--- config.mk ---
export PLATFORM = sky130hd
export DESIGN_NAME = indexed_list_engine_core
export DESIGN_NICKNAME = d
export VERILOG_FILES = /design/src/rtl/ile_pkg.sv /design/src/rtl/ile_dp.sv /design/src/rtl/ile_ctrl.sv /design/src/rtl/indexed_list_engine_core.sv
export SDC_FILE = /design/constraint.sdc
export NUM_CORES = 1
export LEC_CHECK = 0
export ABC_AREA = 1
export BUFFER_PORTS_ARGS = -buffer_cell sky130_fd_sc_hd__buf_4
export CORE_MARGIN = 3
export CORE_UTILIZATION = 28
export DETAILED_ROUTE_END_ITERATION = 10
export GPL_TIMING_DRIVEN = 0
export MAX_ROUTING_LAYER = met4
export SETUP_SLACK_MARGIN = 0.1
export SLEW_MARGIN = 30
export SYNTH_ARGS = -nofsm -noshare
export SYNTH_HDL_FRONTEND = slang
export SYNTH_SLANG_ARGS = --single-unit
--- constraint.sdc ---
create_clock -name i_clk -period 3.9 [get_ports i_clk]
set_input_delay 0.195 -clock i_clk [delete_from_list [all_inputs] [get_ports i_clk]]
set_output_delay 0.195 -clock i_clk [all_outputs]
set_load 0.01 [all_outputs]
--- src/rtl/ile_pkg.sv ---
// Shared opcodes, status codes and controller/datapath interface types for the list engine.
`timescale 1ns / 1ps

package ile_pkg;

    localparam int OP_W   = 4;
    localparam int IDX_W  = 4;
    localparam int VAL_W  = 32;
    localparam int STAT_W = 2;
    localparam int CNT_W  = 5;
    localparam int EXT_W  = 64;

    localparam logic [OP_W-1:0] OP_APPEND    = 4'd0;
    localparam logic [OP_W-1:0] OP_PREPEND   = 4'd1;
    localparam logic [OP_W-1:0] OP_INSERT    = 4'd2;
    localparam logic [OP_W-1:0] OP_SET       = 4'd3;
    localparam logic [OP_W-1:0] OP_GET       = 4'd4;
    localparam logic [OP_W-1:0] OP_TAKE      = 4'd5;
    localparam logic [OP_W-1:0] OP_POP_FIRST = 4'd6;
    localparam logic [OP_W-1:0] OP_POP_LAST  = 4'd7;
    localparam logic [OP_W-1:0] OP_FIRST     = 4'd8;
    localparam logic [OP_W-1:0] OP_LAST      = 4'd9;

    localparam logic [STAT_W-1:0] ST_OK    = 2'd0;
    localparam logic [STAT_W-1:0] ST_RANGE = 2'd1;
    localparam logic [STAT_W-1:0] ST_FULL  = 2'd2;
    localparam logic [STAT_W-1:0] ST_EMPTY = 2'd3;

    // read address select
    localparam logic [1:0] RA_PTR    = 2'd0;
    localparam logic [1:0] RA_PTR_M1 = 2'd1;
    localparam logic [1:0] RA_PTR_P1 = 2'd2;

    typedef struct packed {
        logic       load;
        logic       rd_en;
        logic [1:0] rd_sel;
        logic       wr_en;
        logic       wr_rdata;
        logic       ptr_inc;
        logic       ptr_dec;
        logic       cap_rd;
        logic       cnt_inc;
        logic       cnt_dec;
        logic       out_load;
    } t_dp_cmd;

    typedef struct packed {
        logic [OP_W-1:0] op;
        logic            err;
        logic            ptr_at_pos;
        logic            ptr_at_last;
    } t_dp_sts;

endpackage

--- src/rtl/ile_dp.sv ---
// List engine datapath: entry memory, count, pointer and result registers.
`timescale 1ns / 1ps

module ile_dp
    import ile_pkg::*;
#(
    parameter int CAPACITY   = 16,
    parameter int DATA_WIDTH = 32
) (
    input  logic              i_clk,
    input  logic              i_rst_n,
    input  t_dp_cmd           i_cmd,
    output t_dp_sts           o_sts,
    input  logic [OP_W-1:0]   i_opcode,
    input  logic [IDX_W-1:0]  i_index,
    input  logic [VAL_W-1:0]  i_value,
    output logic [VAL_W-1:0]  o_read_value,
    output logic [STAT_W-1:0] o_status,
    output logic [CNT_W-1:0]  o_entry_count
);

    localparam int AW = $clog2(CAPACITY);
    localparam int CW = $clog2(CAPACITY + 1);

    logic [DATA_WIDTH-1:0] r_mem [CAPACITY];

    logic [CW-1:0]         r_count, n_count;
    logic [CW-1:0]         r_ptr, n_ptr;
    logic [CW-1:0]         r_pos;
    logic [OP_W-1:0]       r_op;
    logic [STAT_W-1:0]     r_stat;
    logic [DATA_WIDTH-1:0] r_val;
    logic [DATA_WIDTH-1:0] r_rdata;
    logic [DATA_WIDTH-1:0] r_rd;
    logic [VAL_W-1:0]      r_out_rd;
    logic [STAT_W-1:0]     r_out_status;
    logic [CNT_W-1:0]      r_out_count;

    logic [31:0]           w_idx_big;
    logic [31:0]           w_cnt_big;
    logic [CW-1:0]         w_idx_cw;
    logic [STAT_W-1:0]     w_status;
    logic [CW-1:0]         w_ptr0;
    logic [CW-1:0]         w_pos0;
    logic [CW-1:0]         w_rd_ptr;
    logic [AW-1:0]         w_rd_addr;
    logic [DATA_WIDTH-1:0] w_wr_data;
    logic [EXT_W-1:0]      w_val_ext;
    logic [EXT_W-1:0]      w_rd_ext;
    logic [31:0]           w_cnt_ext;
    logic [CW:0]           w_ptr_nx;

    assign w_idx_big = 32'(i_index);
    assign w_cnt_big = 32'(r_count);
    assign w_idx_cw  = w_idx_big[CW-1:0];
    assign w_val_ext = EXT_W'(i_value);
    assign w_rd_ext  = EXT_W'(r_rd);
    assign w_cnt_ext = 32'(r_count);

    always_comb begin
        w_status = ST_OK;
        unique case (i_opcode) inside
            OP_APPEND, OP_PREPEND, OP_INSERT: begin
                if (w_cnt_big == CAPACITY) begin
                    w_status = ST_FULL;
                end else if (i_opcode == OP_INSERT && w_idx_big > w_cnt_big) begin
                    w_status = ST_RANGE;
                end
            end
            OP_SET, OP_GET, OP_TAKE: begin
                if (w_idx_big >= w_cnt_big) begin
                    w_status = ST_RANGE;
                end
            end
            OP_POP_FIRST, OP_POP_LAST, OP_FIRST, OP_LAST: begin
                if (r_count == '0) begin
                    w_status = ST_EMPTY;
                end
            end
            default: w_status = ST_RANGE;
        endcase
    end

    // insert ops: pointer at destination of first move, pos is the gap
    always_comb begin
        w_ptr0 = '0;
        w_pos0 = '0;
        unique case (i_opcode) inside
            OP_APPEND: begin
                w_ptr0 = r_count;
                w_pos0 = r_count;
            end
            OP_PREPEND: begin
                w_ptr0 = r_count;
                w_pos0 = '0;
            end
            OP_INSERT: begin
                w_ptr0 = r_count;
                w_pos0 = w_idx_cw;
            end
            OP_SET, OP_GET, OP_TAKE: begin
                w_ptr0 = w_idx_cw;
            end
            OP_POP_LAST, OP_LAST: begin
                w_ptr0 = r_count - 1'b1;
            end
            default: begin
                w_ptr0 = '0;
            end
        endcase
    end

    always_comb begin
        n_count = r_count;
        if (i_cmd.cnt_inc) begin
            n_count = r_count + 1'b1;
        end else if (i_cmd.cnt_dec) begin
            n_count = r_count - 1'b1;
        end
    end

    always_comb begin
        n_ptr = r_ptr;
        if (i_cmd.load) begin
            n_ptr = w_ptr0;
        end else if (i_cmd.ptr_inc) begin
            n_ptr = r_ptr + 1'b1;
        end else if (i_cmd.ptr_dec) begin
            n_ptr = r_ptr - 1'b1;
        end
    end

    always_comb begin
        case (i_cmd.rd_sel)
            RA_PTR_M1: w_rd_ptr = r_ptr - 1'b1;
            RA_PTR_P1: w_rd_ptr = r_ptr + 1'b1;
            default:   w_rd_ptr = r_ptr;
        endcase
    end

    assign w_rd_addr = w_rd_ptr[AW-1:0];
    assign w_wr_data = i_cmd.wr_rdata ? r_rdata : r_val;
    assign w_ptr_nx  = {1'b0, r_ptr} + 1'b1;

    always_ff @(posedge i_clk) begin
        if (!i_rst_n) begin
            r_count <= '0;
        end else begin
            r_count <= n_count;
        end
    end

    always_ff @(posedge i_clk) begin
        r_ptr <= n_ptr;
        if (i_cmd.load) begin
            r_op   <= i_opcode;
            r_pos  <= w_pos0;
            r_stat <= w_status;
            r_val  <= w_val_ext[DATA_WIDTH-1:0];
        end
        if (i_cmd.load) begin
            r_rd <= '0;
        end else if (i_cmd.cap_rd) begin
            r_rd <= r_rdata;
        end
        if (i_cmd.out_load) begin
            r_out_rd     <= w_rd_ext[VAL_W-1:0];
            r_out_status <= r_stat;
            r_out_count  <= w_cnt_ext[CNT_W-1:0];
        end
    end

    always_ff @(posedge i_clk) begin
        if (i_cmd.wr_en) begin
            r_mem[r_ptr[AW-1:0]] <= w_wr_data;
        end
        if (i_cmd.rd_en) begin
            r_rdata <= r_mem[w_rd_addr];
        end
    end

    assign o_sts.op          = r_op;
    assign o_sts.err         = (r_stat != ST_OK);
    assign o_sts.ptr_at_pos  = (r_ptr == r_pos);
    assign o_sts.ptr_at_last = (w_ptr_nx == {1'b0, r_count});

    assign o_read_value  = r_out_rd;
    assign o_status      = r_out_status;
    assign o_entry_count = r_out_count;

endmodule

--- src/rtl/ile_ctrl.sv ---
// List engine controller: sequences memory reads, writes and shifts per operation.
`timescale 1ns / 1ps

module ile_ctrl
    import ile_pkg::*;
(
    input  logic    i_clk,
    input  logic    i_rst_n,
    input  logic    i_in_valid,
    output logic    o_in_ready,
    output logic    o_out_valid,
    input  logic    i_out_ready,
    input  t_dp_sts i_sts,
    output t_dp_cmd o_cmd
);

    localparam logic [3:0] S_IDLE     = 4'd0;
    localparam logic [3:0] S_DISPATCH = 4'd1;
    localparam logic [3:0] S_WRITE    = 4'd2;
    localparam logic [3:0] S_OPEN     = 4'd3;
    localparam logic [3:0] S_OPEN_WR  = 4'd4;
    localparam logic [3:0] S_READ     = 4'd5;
    localparam logic [3:0] S_CAPT     = 4'd6;
    localparam logic [3:0] S_CLOSE    = 4'd7;
    localparam logic [3:0] S_CLOSE_WR = 4'd8;
    localparam logic [3:0] S_DONE     = 4'd9;

    logic [3:0] r_state, n_state;
    logic       r_out_valid, n_out_valid;

    always_comb begin
        o_cmd   = '0;
        n_state = r_state;
        unique case (r_state)
            S_IDLE: begin
                if (i_in_valid) begin
                    o_cmd.load = 1'b1;
                    n_state    = S_DISPATCH;
                end
            end
            S_DISPATCH: begin
                if (i_sts.err) begin
                    n_state = S_DONE;
                end else begin
                    unique case (i_sts.op) inside
                        OP_APPEND, OP_SET:     n_state = S_WRITE;
                        OP_PREPEND, OP_INSERT: n_state = S_OPEN;
                        default:               n_state = S_READ;
                    endcase
                end
            end
            S_OPEN: begin
                if (i_sts.ptr_at_pos) begin
                    n_state = S_WRITE;
                end else begin
                    o_cmd.rd_en  = 1'b1;
                    o_cmd.rd_sel = RA_PTR_M1;
                    n_state      = S_OPEN_WR;
                end
            end
            S_OPEN_WR: begin
                o_cmd.wr_en    = 1'b1;
                o_cmd.wr_rdata = 1'b1;
                o_cmd.ptr_dec  = 1'b1;
                n_state        = S_OPEN;
            end
            S_WRITE: begin
                o_cmd.wr_en   = 1'b1;
                o_cmd.cnt_inc = (i_sts.op != OP_SET);
                n_state       = S_DONE;
            end
            S_READ: begin
                o_cmd.rd_en  = 1'b1;
                o_cmd.rd_sel = RA_PTR;
                n_state      = S_CAPT;
            end
            S_CAPT: begin
                o_cmd.cap_rd = 1'b1;
                if (i_sts.op == OP_POP_LAST) begin
                    o_cmd.cnt_dec = 1'b1;
                    n_state       = S_DONE;
                end else if (i_sts.op == OP_TAKE || i_sts.op == OP_POP_FIRST) begin
                    n_state = S_CLOSE;
                end else begin
                    n_state = S_DONE;
                end
            end
            S_CLOSE: begin
                if (i_sts.ptr_at_last) begin
                    o_cmd.cnt_dec = 1'b1;
                    n_state       = S_DONE;
                end else begin
                    o_cmd.rd_en  = 1'b1;
                    o_cmd.rd_sel = RA_PTR_P1;
                    n_state      = S_CLOSE_WR;
                end
            end
            S_CLOSE_WR: begin
                o_cmd.wr_en    = 1'b1;
                o_cmd.wr_rdata = 1'b1;
                o_cmd.ptr_inc  = 1'b1;
                n_state        = S_CLOSE;
            end
            S_DONE: begin
                if (!r_out_valid || i_out_ready) begin
                    o_cmd.out_load = 1'b1;
                    n_state        = S_IDLE;
                end
            end
            default: n_state = S_IDLE;
        endcase
    end

    always_comb begin
        n_out_valid = r_out_valid;
        if (o_cmd.out_load) begin
            n_out_valid = 1'b1;
        end else if (i_out_ready) begin
            n_out_valid = 1'b0;
        end
    end

    always_ff @(posedge i_clk) begin
        if (!i_rst_n) begin
            r_state     <= S_IDLE;
            r_out_valid <= 1'b0;
        end else begin
            r_state     <= n_state;
            r_out_valid <= n_out_valid;
        end
    end

    assign o_in_ready  = (r_state == S_IDLE);
    assign o_out_valid = r_out_valid;

endmodule

--- src/rtl/indexed_list_engine_core.sv ---
// Top level of the indexed list engine: controller plus datapath.
// One word at a time. An error goes straight to the result; append and set write one entry;
// get, first, last and pop last read one; insert and prepend shift the entries from pos up
// first, take and pop first shift the later ones down; each move is a read then a write.
// The next word is taken the cycle after the result register loads.
// Synchronous reset clears the count and handshake state; the entry memory is not cleared.
`timescale 1ns / 1ps

module indexed_list_engine_core
    import ile_pkg::*;
#(
    parameter int CAPACITY   = 16,
    parameter int DATA_WIDTH = 32
) (
    input  logic              i_clk,
    input  logic              i_rst_n,
    input  logic              i_in_valid,
    output logic              o_in_ready,
    input  logic [OP_W-1:0]   i_opcode,
    input  logic [IDX_W-1:0]  i_index,
    input  logic [VAL_W-1:0]  i_value,
    output logic              o_out_valid,
    input  logic              i_out_ready,
    output logic [VAL_W-1:0]  o_read_value,
    output logic [STAT_W-1:0] o_status,
    output logic [CNT_W-1:0]  o_entry_count
);

    t_dp_cmd w_cmd;
    t_dp_sts w_sts;

    ile_ctrl u_ctrl (
        .i_clk       (i_clk),
        .i_rst_n     (i_rst_n),
        .i_in_valid  (i_in_valid),
        .o_in_ready  (o_in_ready),
        .o_out_valid (o_out_valid),
        .i_out_ready (i_out_ready),
        .i_sts       (w_sts),
        .o_cmd       (w_cmd)
    );

    ile_dp #(
        .CAPACITY   (CAPACITY),
        .DATA_WIDTH (DATA_WIDTH)
    ) u_dp (
        .i_clk         (i_clk),
        .i_rst_n       (i_rst_n),
        .i_cmd         (w_cmd),
        .o_sts         (w_sts),
        .i_opcode      (i_opcode),
        .i_index       (i_index),
        .i_value       (i_value),
        .o_read_value  (o_read_value),
        .o_status      (o_status),
        .o_entry_count (o_entry_count)
    );

endmodule

# [Word level (Yosys, flattened, before mapping)]
# Memory sizes are Yosys's and may differ from the RTL's. A register that Yosys moved wholly into a read port is not among the register bits.
# Index checks and enable logic that the tools add are counted.
# W data, S select, Z words.
[word_totals] ramBits=512 reg_bits=129 word_cells=116 inputBits=44 mem_count=1
[op_classes] add_sub_neg=5 n_lt_le_gt_ge=2 n_eq_ne=32 mux=43 n_reduce_logical=21
[memory_table] name="u_dp.r_mem" words=16 width=32 read_ports=1 rd_clocked_by_memory_dff=1 write_ports=1 line="ile_dp.sv:25" text="logic [DATA_WIDTH-1:0] r_mem [CAPACITY];"
[op_table] cell="$eq A4 B3 Y1 const B" n=11
[op_table] cell="$pmux W4 S10" n=1
[op_table] cell="$mux W32" n=1
[op_table] cell="$mux W5" n=5
[op_table] cell="$eq A4 B2 Y1 const B" n=6
[op_table] cell="$mux W4" n=5
[op_table] cell="$mux W1" n=19
[op_table] cell="$eq A4 B4 Y1 const B" n=4
[op_table] cell="$pmux W5 S3" n=1
[op_table] cell="$eq A4 B1 Y1 const B" n=3
[op_table] cell="$logic_not A4 Y1" n=3
[op_table] cell="$add A5 B1 Y5 const B" n=2
[op_table] cell="$pmux W5 S2" n=1
[op_table] cell="$sub A5 B1 Y5 const B" n=2
[op_table] cell="$mux W3" n=3
[op_table] cell="$pmux W3 S3" n=1
[op_table] cell="$reduce_or A3 Y1" n=3
[op_table] cell="$pmux W4 S2" n=1
[op_table] cell="$reduce_or A2 Y1" n=4
[op_table] cell="$add A5 B1 Y6 const B" n=1
[op_table] cell="$eq A6 B5 Y1" n=1
[op_table] cell="$pmux W2 S3" n=1
[op_table] cell="$pmux W3 S2" n=1
[op_table] cell="$reduce_bool A2 Y1" n=3
[op_table] cell="other kinds (18)" n=20

# [Longest topological paths before layout]
[depth] word_depth=6 ltp_mapped=24

# [Modules after synthesis]
# From an unflattened synthesis, not the netlist that was laid out.
[hier_totals] hier_cells=2589 area_unflattened_um2=28833.9
[by_module_without_submodules] module="ile_dp" instances=1 area_per_inst_um2=28319.7 cells_each=2498 seq_area_each_um2=19688.9
[by_module_without_submodules] module="ile_ctrl" instances=1 area_per_inst_um2=514.2 cells_each=91 seq_area_each_um2=100.1

# [Worst setup path before layout]
# Ideal clock, no wire load.
[synth_path] path_kind="register to register" from="register u_ctrl.r_state[3]" to="register u_dp.r_out_count[0], in the netlist u_dp.o_entry_count[0] (enable)" arrival_time_ps=3335 t_required_ps=3416 path_stages_with_launch=5 path_buffers=0 period_less_slack_ps=3819 slack_ps=81 cell_sequence="dfxtp_1 -> inv_1 -> nor2_1 -> inv_1 -> nor3_1"
[synth_via] elab_chain_cells=2
[synth_rtl] item="start: declaration" line="ile_ctrl.sv:28" text="logic [3:0] r_state, n_state;"
[synth_rtl] item="start signal: assignment" line="ile_ctrl.sv:128" text="r_state <= n_state;"
[synth_rtl] item="$eq A4 B4 Y1" line="ile_ctrl.sv:34" text="unique case (r_state)"
[synth_rtl] item="$mux W1" line="ile_ctrl.sv:34"
[synth_rtl] item="end signal: assignment" line="ile_dp.sv:169" text="r_out_count <= w_cnt_ext[CNT_W-1:0];"
[synth_rtl] item="end: declaration" line="ile_dp.sv:37" text="logic [CNT_W-1:0] r_out_count;"
# No other way between the ends.
# A chain may end at the register's enable or synchronous reset.

# [Final worst setup path]
[layout_path] from="register u_dp.r_ptr[0]" to="register u_dp.r_rdata[23], read port of u_dp.r_mem, data pin"
[layout_via] elab_chain_cells=6
[layout_rtl] item="start: declaration" line="ile_dp.sv:28" text="logic [CW-1:0] r_ptr, n_ptr;"
[layout_rtl] item="start signal: assignment" line="ile_dp.sv:154" text="r_ptr <= n_ptr;"
[layout_rtl] item="$add A5 B1 Y6" line="ile_dp.sv:143" text="assign w_ptr_nx = {1'b0, r_ptr} + 1'b1;"
[layout_rtl] item="$eq A6 B5 Y1" line="ile_dp.sv:185" text="assign o_sts.ptr_at_last = (w_ptr_nx == {1'b0, r_count});"
[layout_rtl] item="$mux W3" line="ile_ctrl.sv:89" text="if (i_sts.ptr_at_last) begin"
[layout_rtl] item="$pmux W3 S3" line="ile_ctrl.sv:34"
[layout_rtl] item="$eq A2 B2 Y1 / $eq A2 B1 Y1 (equally long branches)" line="ile_dp.sv:134" text="case (i_cmd.rd_sel)"
[layout_rtl] item="$pmux W4 S2" line="ile_dp.sv:134"
[layout_rtl] item="end: declaration" line="ile_dp.sv:33" text="logic [DATA_WIDTH-1:0] r_rdata;"
# Several ways; a longest one is shown, not always the timed one.

==> impl_metrics.py <==
metrics = {
    "layout": {
        "postLayoutCoreUtil": 0.345,
        "n_fill_cell": 9945,
        "area_growth_pct": 20.9,
        "final_cells": 4229,
        "diodes": 0,
        "fin_nets": 2873,
        "final_area_sq_um": 34800,
        "layout-drive-gt1-share": 0.144,
    },
    "timing": {
        "period_minus_slack_ps": 3680,
        "hold_viol": 0,
        "tightestPinTransition_ps": 869,
        "relSlewSlack": 0.420,
        "fin_crit_sh": 0.942,
        "worst_slack_ps": 225,
        "setup_viol": 0,
        "finalClockSkew_ps": 19.4,
        "max_freq_ghz": 0.272,
        "slew_violations": 0,
        "rsz0062_at_grt": "yes",
        "hold_slack_ps": 306,
    },
    "synthesis": {
        "syn_area_sq_um": 28800,
        "yosysUniqueCellTypes": 38,
        "yosys-top-cells-count": "719 x nand2_1, 631 x edfxtp_1, 476 x nand3_1",
        "synth_top_family_by_area": "simple AND/OR/NAND/NOR gates",
        "syn_inst": 2572,
        "synth_compound_gate_area_share": 0.0163,
        "synthAdderAreaFrac": 0.00608,
        "ys_ff_latch": 673,
        "synth-simple-area-share": 0.230,
        "yosys_warnings": 0,
        "synth_top_area_cell": "edfxtp_1",
        "syn_area_per_cell_sq_um": 11.2,
        "syn-num-nets": 2630,
        "synth_mux_area_frac": 0.000695,
        "synth_area_leaders": "edfxtp_1 66%, nand2_1 9.4%, nand3_1 8.3%",
        "synth_most_common_cell": "nand2_1",
        "synth_top_cell_area_share": 0.658,
        "synth_xor_area_frac": 0.00426,
        "synthArstFlopShare": 0,
        "synth_flop_cell": "edfxtp_1",
        "synth_edf_count": 631,
        "yosysSeqAreaShare": 0.687,
    },
    "floorplan": {
        "core_sq_um": 101000,
        "floorplan.initialDensity": 0.285,
        "dieArea_sq_um": 107000,
        "io_pins": 85,
        "rows": 116,
        "fp.dieW_um": 327,
        "die_y_um": 327,
    },
    "drt": {
        "met2WireLength_um": 38000,
        "top_layer": "met4",
        "drc": 0,
        "finalWirelength_um": 80600,
        "drtPass1Iterations": 5,
        "dr_total_vias": 19800,
        "wl_met1_um": 34700,
        "viasPerCell": 4.69,
        "ant_nets": 0,
        "wl_per_cell_um": 19.1,
        "wl_met3_um": 5800,
        "drt_iter0_markers": 1954,
    },
    "clock_network": {
        "worstSkewPairLatency_ps": 620,
        "cts.sinks": 673,
        "cts_buffer_depth": 3,
        "cts_buffers": 72,
        "clk_pin_slew_ps": 60,
        "cts.root.buffer_cell": "clkbuf_16",
        "tritoncts": "done",
        "h-tree-depth": 3,
    },
    "placement": {
        "dp_slack_ps": -263,
        "place_area_sq_um": 31900,
        "placed_cells": 4052,
        "globalplace.congestion": 0.837,
        "dp_hpwl_um": 55200,
        "port_buffers": 84,
    },
    "critical_path": {
        "path_cells": "buf_4 > ha_1 > inv_1 > nand2_1 > nand3_1 > nand2_1 > nor2_2 > nand3_1 > nand2_2 > inv_1 > ha_4 > inv_4 > o211ai_4 > buf_4 > buf_2 > nand3b_1 > nand3_1 > nand3_1 > nand3_1 > nand2_1",
        "crit_path_frequent_cell": "nand3_1",
        "endpoint_kind": "flop",
        "crit_type": "reg2reg",
        "cp_max_fo": 10,
        "max_stage_delay_ps": 410,
        "cp-start-kind": "flop",
        "required_ps": 4240,
        "cpMaxStageDelayCell": "edfxtp_1",
        "arrival_ps": 4020,
    },
    "global_route": {
        "grt_first_pass_wirelength_um": 121000,
        "grt_max_degree": 33,
        "antenna_found_initial": 1,
        "grt_usage": 0.153,
        "grt_pass1_vias": 19600,
        "gr-total-overflow": 0,
    },
    "pwr": {
        "ir_worst_vdd_uv": 355,
        "leakagePower_uw": 0.0133,
        "power.density_nw_per_um2": 786,
    },
    "worst_hold_path": {
        "hp-class": "in2reg",
    },
    "job": {
        "maxCapViolCount": 0,
    },
    "run_status": {
        "outcome": "complete, no violations",
    },
}
==> worst max-delay path, delay by kind of cell (launching register included) <==
| family | cells | cell delay [ps] |
|---|---|---|
| compound gates | 1 | 160 |
| fa+ha+maj | 2 | 550 |
| buf+inv | 6 | 1030 |
| flops | 1 | 410 |
| simple gates | 11 | 1260 |
==> worst paths after layout <==
check / startpoint / to / slack (ps) / cells after the start
max: u_dp.r_ptr[0]$_DFFE_PP_ / u_dp.r_rdata[23]$_DFFE_PP_ / 220 / 20
max reg2reg: u_dp.r_ptr[0]$_DFFE_PP_ / u_dp.r_rdata[23]$_DFFE_PP_ / 220 / 20
min reg2reg: u_dp.r_count[2]$_SDFFE_PN0P_ / u_dp.o_entry_count[2]$_DFFE_PP_ / 420 / 0
min: i_value[0] / u_dp.r_val[0]$_DFFE_PP_ / 310 / 2
==> cell usage in the layout, fill, tap and decap left out, types with 34 or more instances in the layout <==
cell / Yosys / routed
nand2_1: 719 / 717
buf_2: 124 / 86
nand3b_1: 161 / 161
buf_4: 9 / 126
edfxtp_1: 631 / 631
clkbuf_16: 0 / 77
dfxtp_1: 42 / 42
nand3_1: 476 / 472
clkbuf_1: 10 / 34
nor2_1: 53 / 39
a21oi_1: 40 / 40
dlygate4sd3_1: 0 / 43
inv_1: 200 / 200
==> kinds of logic after synthesis <==
group	count (synthesis)
AOI/OAI and AO/OA	79
buffers and inverters	361
xor gates and xnor gates	14
adders and majority gates	14
and+or+nand+nor	1429
muxes	2
DFF	673
==> per-layer routing <==
layer  vias up  track usage
li1       9358            -
met1      9589        0.200
met2       745        0.245
met3       146       0.0234
met4         0       0.0458
met5         -            -
==> power by group <==
part / total (uW) / switching, uW / internal (uW)
Combinational: 10300 / 7490 / 2830
Clock: 6610 / 2780 / 3830
Sequential: 10400 / 260 / 10200
Total: 27400 / 10500 / 16800
==> what timing repair did <==
item	in CTS	in global routing
resized for setup	28	30
hold buffers	43	0
endpoints found under the setup margin	32	32
endpoints found under the hold margin	48	0
pin swaps	1	1
gates cloned	0	0
setup buffers	4	0
==> registers in the layout (all words and copies together) (netlist names), 32 cells and up <==
register,flops
u_dp.r_rd,32
u_dp.r_mem,512
u_dp.r_val,32
u_dp.r_rdata,32
u_dp.o_read_value,32
==> metrics by stage <==
step / power [uW] / TNS [ps]
finish: 27400 / 0
global route: 28900 / 0
CTS: 27400 / 0
detailed placement: 20600 / -4680
global placement: 20300 / -525830
floorplan: 16600 / 0
==> cell type report <==
cell class | count | area [sq um] | share of cell area
Multi-Input combinational cell | 1538 | 7590 | 0.218
Clock buffer | 106 | 2080 | 0.0596
Buffer | 150 | 937 | 0.0269
Timing Repair Buffer | 170 | 1740 | 0.0500
Sequential cell | 673 | 19800 | 0.568
Clock inverter | 25 | 190 | 0.00546
Inverter | 210 | 791 | 0.0227
Tap cell | 1357 | 1700 | 0.0488
(Power assumes the default switching activity.)
